--- config.mk ---
export PLATFORM = sky130hd
export DESIGN_NAME = vmx_queue
export DESIGN_NICKNAME = d
export VERILOG_FILES = /design/src/design/vmx_pkg.sv /design/src/design/vmx_queue.sv
export SDC_FILE = /design/constraint.sdc
export NUM_CORES = 1
export LEC_CHECK = 0
export BUFFER_PORTS_ARGS = -buffer_cell sky130_fd_sc_hd__buf_4
export CAP_MARGIN = 5
export CELL_PAD_IN_SITES_DETAIL_PLACEMENT = 2
export CELL_PAD_IN_SITES_GLOBAL_PLACEMENT = 2
export CORE_MARGIN = 2
export CORE_UTILIZATION = 40
export CTS_CLUSTER_SIZE = 40
export DETAILED_ROUTE_END_ITERATION = 8
export MAX_ROUTING_LAYER = met4
export PLACE_DENSITY = 0.91
export SYNTH_ARGS = -nofsm -noshare
export SYNTH_HDL_FRONTEND = slang
export SYNTH_SLANG_ARGS = --single-unit
--- constraint.sdc ---
create_clock -name clk -period 13.5 [get_ports clk]
set_clock_uncertainty 0.2 [all_clocks]
set_input_delay 1.35 -clock clk [delete_from_list [all_inputs] [get_ports clk]]
set_output_delay 1.35 -clock clk [all_outputs]
set_load 0.05 [all_outputs]
--- src/design/vmx_pkg.sv ---
// Package for the voice mixer: payload structs, request codes and constants.
// Used by every module of the mixer; depends on nothing.
`default_nettype none
package vmx_pkg;

  typedef enum logic [1:0] {
    REQ_WRITE = 2'd0,
    REQ_VOICE = 2'd1,
    REQ_MUSIC = 2'd2,
    REQ_FRAME = 2'd3
  } req_type_t;

  localparam logic [1:0] MOP_NEW      = 2'd0;
  localparam logic [1:0] MOP_STOP     = 2'd1;
  localparam logic [1:0] MOP_REASSERT = 2'd2;

  localparam logic [1:0] CFG_MASTER = 2'd0;
  localparam logic [1:0] CFG_MUSIC  = 2'd1;
  localparam logic [1:0] CFG_FADE   = 2'd2;

  localparam logic [24:0] GAIN_UNITY = 25'd16777216;
  localparam logic [24:0] FADE_FLOOR = 25'd1677;
  localparam logic [15:0] VOL_UNITY  = 16'd32768;
  localparam int          CFG_W      = 25;

  typedef struct packed {
    logic [1:0]         req_type;
    logic [15:0]        sample_address;
    logic signed [15:0] sample_value;
    logic [15:0]        voice_base;
    logic [16:0]        voice_length;
    logic [1:0]         music_op;
    logic signed [15:0] music_sample_a;
    logic signed [15:0] music_sample_b;
  } in_word_t;

  typedef struct packed {
    logic signed [15:0] mix_sample;
    logic               clipped;
    logic [4:0]         active_voices;
  } out_word_t;

endpackage
`default_nettype wire

--- src/design/vmx_queue.sv ---
// Two-entry word queue between the front and the back of the voice mixer.
// Depends on vmx_pkg for the input word type.
`default_nettype none
module vmx_queue (
  input  wire logic              clk,
  input  wire logic              rst,
  input  wire logic              push,
  input  vmx_pkg::in_word_t      push_word,
  output logic                   full,
  input  wire logic              pop,
  output vmx_pkg::in_word_t      pop_word,
  output logic                   not_empty
);
  vmx_pkg::in_word_t slots [2];
  logic       rd_ptr;
  logic       wr_ptr;
  logic [1:0] fill;

  assign full      = (fill == 2'd2);
  assign not_empty = (fill != 2'd0);
  assign pop_word  = slots[rd_ptr];

  always_ff @(posedge clk) begin
    if (push) begin
      slots[wr_ptr] <= push_word;
    end
  end

  always_ff @(posedge clk) begin
    if (rst) begin
      rd_ptr <= 1'b0;
      wr_ptr <= 1'b0;
      fill   <= 2'd0;
    end else begin
      if (push) begin
        wr_ptr <= ~wr_ptr;
      end
      if (pop) begin
        rd_ptr <= ~rd_ptr;
      end
      fill <= fill + {1'b0, push} - {1'b0, pop};
    end
  end

  a_no_overflow: assert property (@(posedge clk) disable iff (rst) push |-> !full || pop)
    else $error("queue overflow");
  a_no_underflow: assert property (@(posedge clk) disable iff (rst) pop |-> not_empty)
    else $error("queue underflow");
  a_fill_range: assert property (@(posedge clk) disable iff (rst) fill != 2'd3)
    else $error("queue fill out of range");
endmodule
`default_nettype wire

==> results by stage, run 1 <==
Run status:
- The run finished with clean final reports.

Critical path:
- In this design, the critical path's most frequently occurring cell is buf_4.
- The worst-case register-to-register setup slack is 10,950 ps.
- The slowest stage cell on the critical path is buf_4.
- At the worst endpoint, the arrival time is 3060 ps.
- Walking the worst path, the cells encountered are buf_4 -> mux2_2 -> buf_4.
- The delay of the slowest cell on the worst path is 990 ps.
- The worst setup path is of the register to output pin kind.
- The worst register-to-register path has a depth of 2.
- The worst register-to-register path begins at wr_ptr.
- The endpoint of the lowest-slack register-to-register path is slots[0][76].
- Along the worst path, the maximum fanout reaches 65.
- The end point of the critical path is pop_word[9].
- The element type at the critical path end is an output pin.
- STA classifies the critical path startpoint as a register.
- The required time reported for the critical path endpoint is 11,950 ps.

Route:
- The total length of routed wires is 18,400 um.
- For this block, the initial DRC count from the detailed router was 196.
- The DRC violation count after routing is 0.
- The total via count in the routed design is 3,920.
- The length of the first detailed-routing pass in iterations is 4.
- Once detail routing completed, the nets flagged for antenna violations numbered 0.
- The routed wirelength normalized by instance count is 21.9 um.
- Dividing the detail-routed via count by the number of cells gives 4.67.

Die:
- The initial cell density of the core is 0.409.
- The number of placement rows is 51.
- The core outline area is 19,500 um2.
- The x dimension of the die is 145 um.
- 208 I/O pins were placed.
- The die covers 21,000 um2.
- The die extent in y is 145 um.

Logic synthesis:
- Counting every net in the synthesized netlist gives 442.
- For this run, the register share of the synthesized area comes to 0.775.
- The mapped netlist covers 7960 um2.
- After synthesis, the netlist uses 15 different library cells.
- The mean cell area of the mapped netlist is 23.8 um2.
- The number of register bits inferred by synthesis is 207.
- During synthesis, Yosys emitted a total of 0 warnings.
- The post-synthesis instance total is 335.

Finish:
- The core utilization of the finished layout is 0.533.
- The flip-flop and latch area is 6170 um2.
- The area growth from synthesis to layout is 30.4%.
- The share of cells above drive strength 1 is 0.593.
- The number of inserted filler cells in the final layout is 1,700.
- The final net count is 666.
- Once layout is complete, the cells apart from fillers number 840.
- The total area of multi-input combinational cells is 1600 um2.
- 0 antenna diodes ended up in the layout.
- With fillers left out, the area of the finished cells amounts to 10,400 um2.

Clocking:
- The number of instances resized during post-cts repair is 0.
- The count of buffers added by post-CTS timing repair for setup is 0.
- Clock tree synthesis found a total of 207 sinks.
- The clock latency reported for the late side of the worst-skew pair is 480 ps.
- The tree is rooted in a clkbuf_16.
- The clock tree from TritonCTS is built.
- The cts-stage hold buffer count is 0.
- CTS built an H-tree with a depth of 1.
- Clock tree synthesis inserted a total of 23 buffers.
- Clock-pin slew was measured on the worst setup and hold paths at 60 ps.
- No sink is reached through more buffers than the 3 on the longest clock path.

Placed design:
- The number of placed instances, taps included, is 799.
- Summed over all nets, the half-perimeter wirelength after detailed placement is 12,600 um.
- The placed instances occupy a cell area of 9680 um2.
- During placement, the flow inserted port buffers numbering 207.
- The final RePlAce weighted congestion is 0.709.

Timing:
- The final hold violation count is 0.
- After routing, the total negative slack on setup checks comes to 0 ps.
- The worst hold slack is 399 ps.
- The headroom to the max-slew limit is 0.183.
- Setup repair after global routing left no endpoint under its margin.
- The final-report max-slew violation count is 0.
- For the pin with the worst max-slew slack, the measured transition is 1230 ps.
- The post-route minimum period is 4610 ps.
- The timing-limited maximum frequency is 217 MHz.
- The post-route fraction of the period consumed by the critical path is 0.341.
- The total setup violations reported at the end of the flow is 0.

Worst hold path:
- The beginning of the worst hold path is rd_ptr.
- The path class of the lowest-slack min-delay path is register to register.

GRT:
- The global-route total usage across every layer is 0.178.
- The number of global-route vias before repair came to 4,564.
- The initial antenna violation count is 0.
- The first global-routing pass estimated 27,900 um of wire.
- For this run the aggregate overflow at the end of global routing stands at 0.
- Entering global routing, the biggest net connects 81 pins.

Power:
- Power spread over the standard cell area amounts to 161 nW/um2.
- Summed over all cells, the static leakage comes to 4.07 nW.
- The maximum vdd ir drop is 0.0976 mV.

Job:
- The number of maximum-capacitance constraint violations is 0.
==> final cells by class <==
type                            count  share of cell area
Clock buffer                       31              0.0583
Clock inverter                     10             0.00880
Inverter                            2            0.000723
Multi-Input combinational cell    115               0.154
Sequential cell                   207               0.594
Tap cell                          265              0.0319
Timing Repair Buffer              210               0.152
==> cell families (layout without fill, tap and decap cells) <==
logic type | count (synthesis) | in the layout | synth area share
flops | 207 | 207 | 0.775
buf+inv | 13 | 253 | 0.0256
xor+xnor | 3 | 3 | 0.00503
fa+ha+maj | 2 | 2 | 0.00314
mux | 101 | 101 | 0.185
simple gates | 9 | 9 | 0.00582
==> worst min-delay path by stage <==
stage	cells past startpoint	slack (ps)	to
floorplan	2	280	register
global placement	2	300	rd_ptr
detailed placement	2	390	wr_ptr
CTS	2	410	rd_ptr
global route	2	430	rd_ptr
finish	2	400	rd_ptr
==> placed cells by master, fill, tap and decap left out, drive strengths merged, types with 2 or more instances in the layout <==
master / n
buf: 210
bufinv: 2
clkbuf: 31
clkinv: 8
dfxtp: 5
edfxtp: 202
ha: 2
inv: 2
mux2: 101
nor2: 4
nor2b: 3
xnor2: 2
==> critical path, delay by kind of cell, from the launching register on <==
family	cells	cell delay [ps]
buf+inv	2	1180
flops	1	810
mux	1	440
==> per-layer routing <==
layer | vias to the layer above | wire (um) | share of wire | track usage
li1 | 1772 | - | - | -
met1 | 1959 | 6870 | 0.37 | 0.194
met2 | 159 | 9920 | 0.54 | 0.321
met3 | 30 | 1200 | 0.065 | 0.0462
met4 | 0 | 439 | 0.024 | 0.0490
met5 | - | 0 | 0 | -
==> through the flow <==
stage                     setup slack (ps)  power, W
after detailed placement              9410   0.00111
after global placement                9510   0.00109
after floorplan                       6980   0.00101
final                                 8890   0.00167
after global routing                  8770   0.00173
after CTS                             8860   0.00170
==> registers in the layout, indices dropped and copies added (netlist names), named ones only <==
register	flops
rd_ptr	1
slots	202
fill	2
wr_ptr	1
==> cells in the mapped netlist (all sizes together) <==
cell type / instances / area share
dfxtp: 5 / 0.013
xnor2: 2 / 0.0022
inv: 2 / 0.00094
xnor3: 1 / 0.0028
or2: 1 / 0.00079
and2: 1 / 0.00079
mux2: 101 / 0.19
ha: 2 / 0.0031
nor2b: 3 / 0.0024
buf: 11 / 0.025
edfxtp: 202 / 0.76
nor2: 4 / 0.0019
==> report_power, final <==
part / leakage [nW] / internal (W) / switching, W
Clock: 0.336 / 0.000350 / 0.000232
Combinational: 1.79 / 0.000121 / 0.000197
Sequential: 1.94 / 0.000752 / 0.0000186
Total: 4.07 / 0.00122 / 0.000448
Power figures use the tool's default switching activity.
==> run 2, diff against run 1 <==
--- a/config.mk
+++ b/config.mk
@@ -10,11 +10,11 @@
 export CELL_PAD_IN_SITES_DETAIL_PLACEMENT = 2
 export CELL_PAD_IN_SITES_GLOBAL_PLACEMENT = 2
 export CORE_MARGIN = 2
-export CORE_UTILIZATION = 40
+export CORE_UTILIZATION = 39
 export CTS_CLUSTER_SIZE = 40
 export DETAILED_ROUTE_END_ITERATION = 8
 export MAX_ROUTING_LAYER = met4
-export PLACE_DENSITY = 0.91
+export PLACE_DENSITY = 0.89
 export SYNTH_ARGS = -nofsm -noshare
 export SYNTH_HDL_FRONTEND = slang
 export SYNTH_SLANG_ARGS = --single-unit
==> constraint.sdc (replaced) <==
create_clock -name clk -period 4.6 [get_ports clk]
set_clock_uncertainty 0.2 [all_clocks]
set_input_delay 0.46 -clock clk [delete_from_list [all_inputs] [get_ports clk]]
set_output_delay 0.46 -clock clk [all_outputs]
set_load 0.05 [all_outputs]
==> run 2 against run 1 <==
  * Total power rose to 3.0 times the previous value
  * Register-to-register slack worse by 8800 ps
  * Global-route usage up 2.9 points
  * First-iteration DRC count down 5.1%
  * Final cell count up 13%
  * Sequential share of layout area down 5.6 points
  * Sequential power rose to 2.9 times the previous value
  * Die area up 2.5%
  * Flip-flop and latch count unchanged
  * Core utilization up 3.7 points
==> results by stage, run 2 (synthesis gave the netlist of run 1 again) <==
Power:
- The total power per unit cell area is 443 nW/um2.
- VDD sags by at most 0.309 mV.
- The total power of the final layout is 0.00508 W.
- The leakage power figure is 4.52 nW.

Clocking:
- The clock net in this run drives a total of 207 sinks.
- The number of buffers created by CTS is 23.
- The maximum count of clock buffers along a single path is 3.
- After clock tree synthesis, the clock-pin slew on the worst setup and hold paths is 60 ps.
- The clock tree from TritonCTS is built.
- The deepest level of the CTS H-tree is 1.
- Buffers inserted to repair hold after CTS numbered 102.
- The number of gates resized after CTS was 0.
- At the later pin of the worst-skew pair, clock insertion delay measures 480 ps.
- The tree is rooted in a clkbuf_16.
- Buffers added to address setup during post-CTS repair amount to 0.

GRT:
- The number of global-route vias before repair is 5,234.
- The wire length of the first global-routing pass is 32,500 um.
- The initial antenna violation count was 0.
- The global-route total usage across every layer is 0.207.
- After global routing the overflow that remains totals 0.
- Entering global routing, the biggest net connects 80 pins.

Job:
- The number of maximum-capacitance constraint violations is 0.

Placed design:
- At the end of routability-driven placement, the weighted congestion stood at 0.733.
- Detailed placement finished with a half-perimeter wire length of 13,000 um.
- At the placement stage, the worst setup path has a slack of 1980 ps.
- The count of buffers added on input and output ports is 207.

Timing:
- After routing, the total negative slack on setup checks comes to 0 ps.
- Setup repair after global routing left no endpoint under its margin.
- The headroom to the max-slew limit is 0.246.
- The final-report max-slew violation count is 0.
- The final hold violation count was 0.
- The post-layout worst setup margin is 1480 ps.
- The total setup violations reported at the end of the flow is 0.
- The transition time at the pin with the least slew margin is 1130 ps.
- The post-route fraction of the period consumed by the critical path is 0.677.
- After layout, the minimum clock period comes to 3120 ps.
- The timing-limited maximum frequency is 321 MHz.

Worst hold path:
- The worst hold path passes through 3 cells.
- The beginning of the worst hold path is pop.
- The path class of the lowest-slack min-delay path is input pin to register.
- For hold timing, the worst endpoint is rd_ptr.

Critical path:
- For flop-to-flop paths, the worst setup slack is 2190 ps.
- The endpoint arrival time on the critical path is 2460 ps.
- The delay of the slowest cell on the worst path is 870 ps.
- The critical path goes through buf_12 -> mux2_4 -> buf_4.
- The worst register-to-register path begins at wr_ptr.
- The endpoint of the lowest-slack register-to-register path is slots[1][37].
- The slowest stage cell on the critical path is dfxtp_4.
- The required time reported for the critical path endpoint is 3940 ps.
- The kind of start point of the critical path is a register.
- The worst-case reg-to-reg path depth is 2.
- The critical path is of the register to output pin type.
- STA classifies the critical path endpoint as an output pin.
- The maximum fanout count along the critical path is 60.

Finish:
- The final net count is 768.
- The register with the most flip-flops in the final layout is slots.
- The number of antenna diodes is 0.
- Relative to the synthesized area, the layout overhead comes to 44.0%.
- The top cell types in the final layout, fill and taps aside, are buf_4, edfxtp_1, dlygate4sd3_1, mux2_4, clkbuf_16.
- The library cell used most frequently in the layout, excluding fill and tap cells, is buf_4.
- The register with the most flip-flops in the layout has 202 of them.
- The largest registers in the layout are slots (202), fill (2).
- In the final layout, the share of cells above drive strength 1 is 0.512.

Die:
- The number of placement rows is 52.
- From bottom edge to top edge, the die measures 147 um.
- The region available for standard cell placement spans 20,100 um2.
- The count of boundary I/O pins is 208.
- The die covers 21,600 um2.
- The x dimension of the die is 147 um.
- The initial utilization of the core area, before any placement, comes to 0.396.

Route:
- Dividing the detail-routed wire length by the instance count gives 23.1 um.
- The via density per instance is 4.59.
- The length of the first detailed-routing pass in iterations is 4.
- The first routing iteration left 186 violations.
- For this block, the routed nets add up to 21,900 um of wire.
- The number of routed nets with antenna violations is 0.
- For this run, design rule violations remaining after detail routing come to 0.
- Across all layers, the routed design uses 4,346 vias.

Run status:
- The run finished with clean final reports.
-- run 2: cell count changes in the layout (fill, tap and decap cells not counted), moves of 2 or more --
cell | before | now
buf_12 | 0 | 2
buf_4 | 210 | 208
clkbuf_1 | 8 | 4
clkinv_1 | 7 | 5
clkinv_2 | 1 | 4
dlygate4sd3_1 | 0 | 102
-- run 2: layer usage --
| layer | share of wire | track usage | vias to the layer above |
|---|---|---|---|
| li1 | - | - | 1972 |
| met1 | 0.37 | 0.222 | 2203 |
| met2 | 0.57 | 0.400 | 145 |
| met3 | 0.042 | 0.0339 | 26 |
| met4 | 0.017 | 0.0408 | 0 |
| met5 | 0 | - | - |
-- run 2: worst max-delay path by stage --
| stage | start | endpoint | slack, ps | depth (start not counted) |
|---|---|---|---|---|
| 6_report | register | pop_word[65] | 1480 | 3 |
| 3_5_place_dp | register | pop_word[65] | 1980 | 3 |
| 3_3_place_gp | register | pop_word[97] | 2050 | 3 |
| 4_1_cts | register | pop_word[65] | 1440 | 3 |
| 5_1_grt | register | pop_word[65] | 1360 | 3 |
| 2_1_floorplan | push | slots[0][0] | 870 | 1 |
-- run 2: power breakdown --
part	internal [W]	switching, W
logic	0.000414	0.000604
clock network	0.00108	0.000714
registers	0.00220	0.0000626
-- run 2: layout make-up --
class | instances | area (um2)
Sequential cell | 207 | 6170
Multi-Input combinational cell | 115 | 1600
Tap cell | 270 | 338
Inverter | 2 | 7.51
Clock inverter | 13 | 136
Timing Repair Buffer | 312 | 2620
Fill cell | 1681 | 8640
Clock buffer | 27 | 591
-- run 2: critical path, delay by kind of cell (launching register included) --
family / cells / cell delay (ps)
DFF: 1 / 870
buffers and inverters: 2 / 650
muxes: 1 / 360
-- run 2: stage by stage --
step	area (um2)	util	hold WS (ps)	cells
2_1_floorplan	7960	-	280	335
3_3_place_gp	9710	0.483	295	804
3_5_place_dp	9710	0.483	326	804
4_1_cts	11500	0.570	46.8	946
5_1_grt	11500	0.570	69.4	946
6_report	11500	0.570	71.8	946
==> run 3, diff against run 2 <==
--- a/config.mk
+++ b/config.mk
@@ -10,11 +10,11 @@
 export CELL_PAD_IN_SITES_DETAIL_PLACEMENT = 2
 export CELL_PAD_IN_SITES_GLOBAL_PLACEMENT = 2
 export CORE_MARGIN = 2
-export CORE_UTILIZATION = 39
+export CORE_UTILIZATION = 35
 export CTS_CLUSTER_SIZE = 40
 export DETAILED_ROUTE_END_ITERATION = 8
 export MAX_ROUTING_LAYER = met4
-export PLACE_DENSITY = 0.89
+export PLACE_DENSITY = 0.85
 export SYNTH_ARGS = -nofsm -noshare
 export SYNTH_HDL_FRONTEND = slang
 export SYNTH_SLANG_ARGS = --single-unit
==> constraint.sdc (replaced) <==
create_clock -name clk -period 2.8 [get_ports clk]
set_clock_uncertainty 0.2 [all_clocks]
set_input_delay 0.28 -clock clk [delete_from_list [all_inputs] [get_ports clk]]
set_output_delay 0.28 -clock clk [all_outputs]
set_load 0.05 [all_outputs]
==> run 3 against run 2 <==
  * Final cell count rose by 2.6%
  * Clock power rose by 79%
  * Flip-flop and latch count did not move
  * Wire length fell by 2.1%
  * Sequential power rose by 63%
  * Register-to-register slack got worse by 1100 ps
  * Critical path depth did not move
  * Global-route usage fell by 2.4 points
  * Critical endpoint is now pop_word[9]
  * Largest cell class unchanged
  * Largest power group unchanged
==> results by stage, run 3 (synthesis gave the netlist of run 1 again) <==
Worst hold path:
- The cell depth of the worst min-delay path is 2.
- The worst hold path belongs to the class input pin to register.
- In this run the most critical hold path is launched from push_word[7].
- The end point of the most critical hold path is slots[0][7].

Finish:
- At the end of the flow the core is filled with cells to 0.518.
- In the layout the commonest cells are buf_4, edfxtp_1, dlygate4sd3_1, mux2_4, clkbuf_16.
- The largest registers in the layout are slots (202), fill (2).
- The flip-flop count of the largest register after layout is 202.
- The final net count is 776.
- The area growth from synthesis to layout is 46.5%.
- More flip-flops sit in one register than any other, and that register is slots.
- The library cell used most frequently in the layout, excluding fill and tap cells, is buf_4.
- The number of antenna diodes is 0.
- In the final layout, the share of cells above drive strength 1 is 0.513.

Placed design:
- The post-placement setup slack is 768 ps.
- The placed wire-length estimate after detailed placement is 12,700 um.
- The number of port buffers is 207.
- Routability-driven placement finished with a final weighted congestion of 0.670.

Timing:
- The post-route minimum period is 2540 ps.
- The timing-limited maximum frequency is 394 MHz.
- The total negative slack for setup checks is 0 ps.
- The post-route fraction of the period consumed by the critical path is 0.906.
- In the post-route analysis, the smallest setup slack over all paths is 264 ps.
- The headroom to the max-slew limit is 0.555.
- Setup repair after global routing left no endpoint under its margin.
- The final hold violation count was 0.
- The final-report max-slew violation count is 0.
- The total setup violations reported at the end of the flow is 0.
- The transition time at the pin with the least slew margin is 667 ps.

Die:
- The die covers 24,000 um2.
- The initial cell density of the core is 0.354.
- Measured along the y axis, the die boundary spans 155 um.
- In this run the horizontal extent of the chip is 155 um.
- The count of boundary I/O pins is 208.
- The number of placement rows is 55.
- The region available for standard cell placement spans 22,500 um2.

Power:
- Of the total power, the share spent switching nets is 0.268.
- Of the total power, registers draw 0.430.
- For this design the ratio of total power to cell area is 739 nW/um2.
- The leakage power figure is 4.60 nW.
- The combinational fraction of design power is 0.198.
- The relative contribution of the clock network to total power is 0.371.
- The analysis attributes to net switching a power of 0.00230 W.
- The internal portion of the total power is 0.00631 W.
- IR analysis of the VDD net gives a maximum drop of 0.489 mV.

Clocking:
- Clock-pin slew was measured on the worst setup and hold paths at 60 ps.
- In this run, post-CTS hold repair placed 105 buffers.
- The maximum count of clock buffers along a single path is 3.
- The number of instances resized during post-cts repair is 0.
- The clock latency reported for the late side of the worst-skew pair is 500 ps.
- CTS built an H-tree with a depth of 1.
- TritonCTS created 24 clock buffers.
- The tree built by TritonCTS fans out to 207 sinks.
- The count of buffers added by post-CTS timing repair for setup is 0.
- TritonCTS built the clock tree.
- The cell sitting at the root of the clock tree is a clkbuf_16.

Critical path:
- The cell class contributing the biggest share of worst-path delay is flip-flops.
- The slowest stage of the critical path belongs to the cell dfxtp_4.
- On the worst path, the slowest cell contributes a delay of 630 ps.
- The start-to-end type of the worst setup path is register to output pin.
- The signal on the critical path passes through buf_12 -> mux2_2 -> buf_4.
- The worst-case reg-to-reg path depth is 2.
- In this run the worst path has a maximum fanout of 32.
- The endpoint arrival time on the critical path is 2060 ps.
- The kind of start point of the critical path is a register.
- The worst-case register-to-register setup slack is 1080 ps.
- The endpoint of the lowest-slack register-to-register path is slots[1][10].
- The startpoint identified for the worst register-to-register timing path is wr_ptr.
- For the worst setup path, the data required time is 2320 ps.
- The buffer and inverter count on the worst path is 2.
- The element type at the critical path end is an output pin.

Run status:
- The run finished with clean final reports.

GRT:
- Entering global routing, the biggest net connects 60 pins.
- The remaining global-route overflow is 0.
- Across every metal layer, demand over resource in global routing totals 0.182.
- The number of global-route vias before repair came to 5,187.
- The initial antenna violation count came to 0.
- The first global-routing pass estimated 31,800 um of wire.

Route:
- Dividing the detail-routed wire length by the instance count gives 22.1 um.
- The number of DRC violations after detailed-routing iteration 0 is 172.
- Wires add up to 21,400 um.
- After detailed routing, the number of vias per cell comes to 4.49.
- The length of the first detailed-routing pass in iterations is 4.
- The total via count in the routed design is 4,362.
- The detail route stage leaves a number of antenna-violating nets equal to 0.
- For this run, design rule violations remaining after detail routing come to 0.

Job:
- The number of maximum-capacitance constraint violations is 0.
==> run 3: cell types whose count changed in the layout (fill, tap and decap cells not counted), sizes merged <==
cell	previous run	this run
clkbuf	27	30
clkinv	9	8
dlygate4sd3	102	105
bufinv	3	4
buf	210	214
==> run 3: final cells by class <==
cell class	count	area, um2
clock buffer	30	644
sequential	207	6170
tap	285	357
clock inverter	13	161
multi-input combinational	115	1600
inverter	2	7.51
timing repair buffer	319	2720
fill	1924	10800
==> run 3: worst max path at each step <==
stage / slack (ps) / end / from / depth (start not counted)
final: 260 / pop_word[9] / register / 3
after global routing: 160 / pop_word[9] / register / 3
after CTS: 210 / pop_word[9] / register / 3
after detailed placement: 770 / pop_word[9] / register / 3
after global placement: 790 / pop_word[9] / register / 3
after floorplan: 340 / slots[0][0] / wr_ptr / 1
==> run 3: per-stage QoR <==
| stage | area (um2) | hold slack, ps | instances | power, W |
|---|---|---|---|---|
| 2_1_floorplan | 7970 | 152 | 335 | 0.00485 |
| 3_3_place_gp | 9800 | 265 | 823 | 0.00527 |
| 3_5_place_dp | 9800 | 268 | 823 | 0.00534 |
| 4_1_cts | 11700 | 267 | 971 | 0.00868 |
| 5_1_grt | 11700 | 297 | 971 | 0.00888 |
| 6_report | 11700 | 305 | 971 | 0.00861 |
==> run 3: power by group through the flow <==
stage | Sequential, W | Combinational (W) | Clock [W]
2_1_floorplan | 0.00372 | 0.00113 | 0
6_report | 0.00371 | 0.00171 | 0.00320
3_3_place_gp | 0.00374 | 0.00153 | 0
5_1_grt | 0.00372 | 0.00178 | 0.00338
3_5_place_dp | 0.00377 | 0.00158 | 0
4_1_cts | 0.00371 | 0.00171 | 0.00327
==> run 3: routing by layer <==
metal	wire (um)	global-route usage
met1	7910	0.189
met2	12100	0.355
met3	1130	0.0395
met4	338	0.0326
met5	0	-
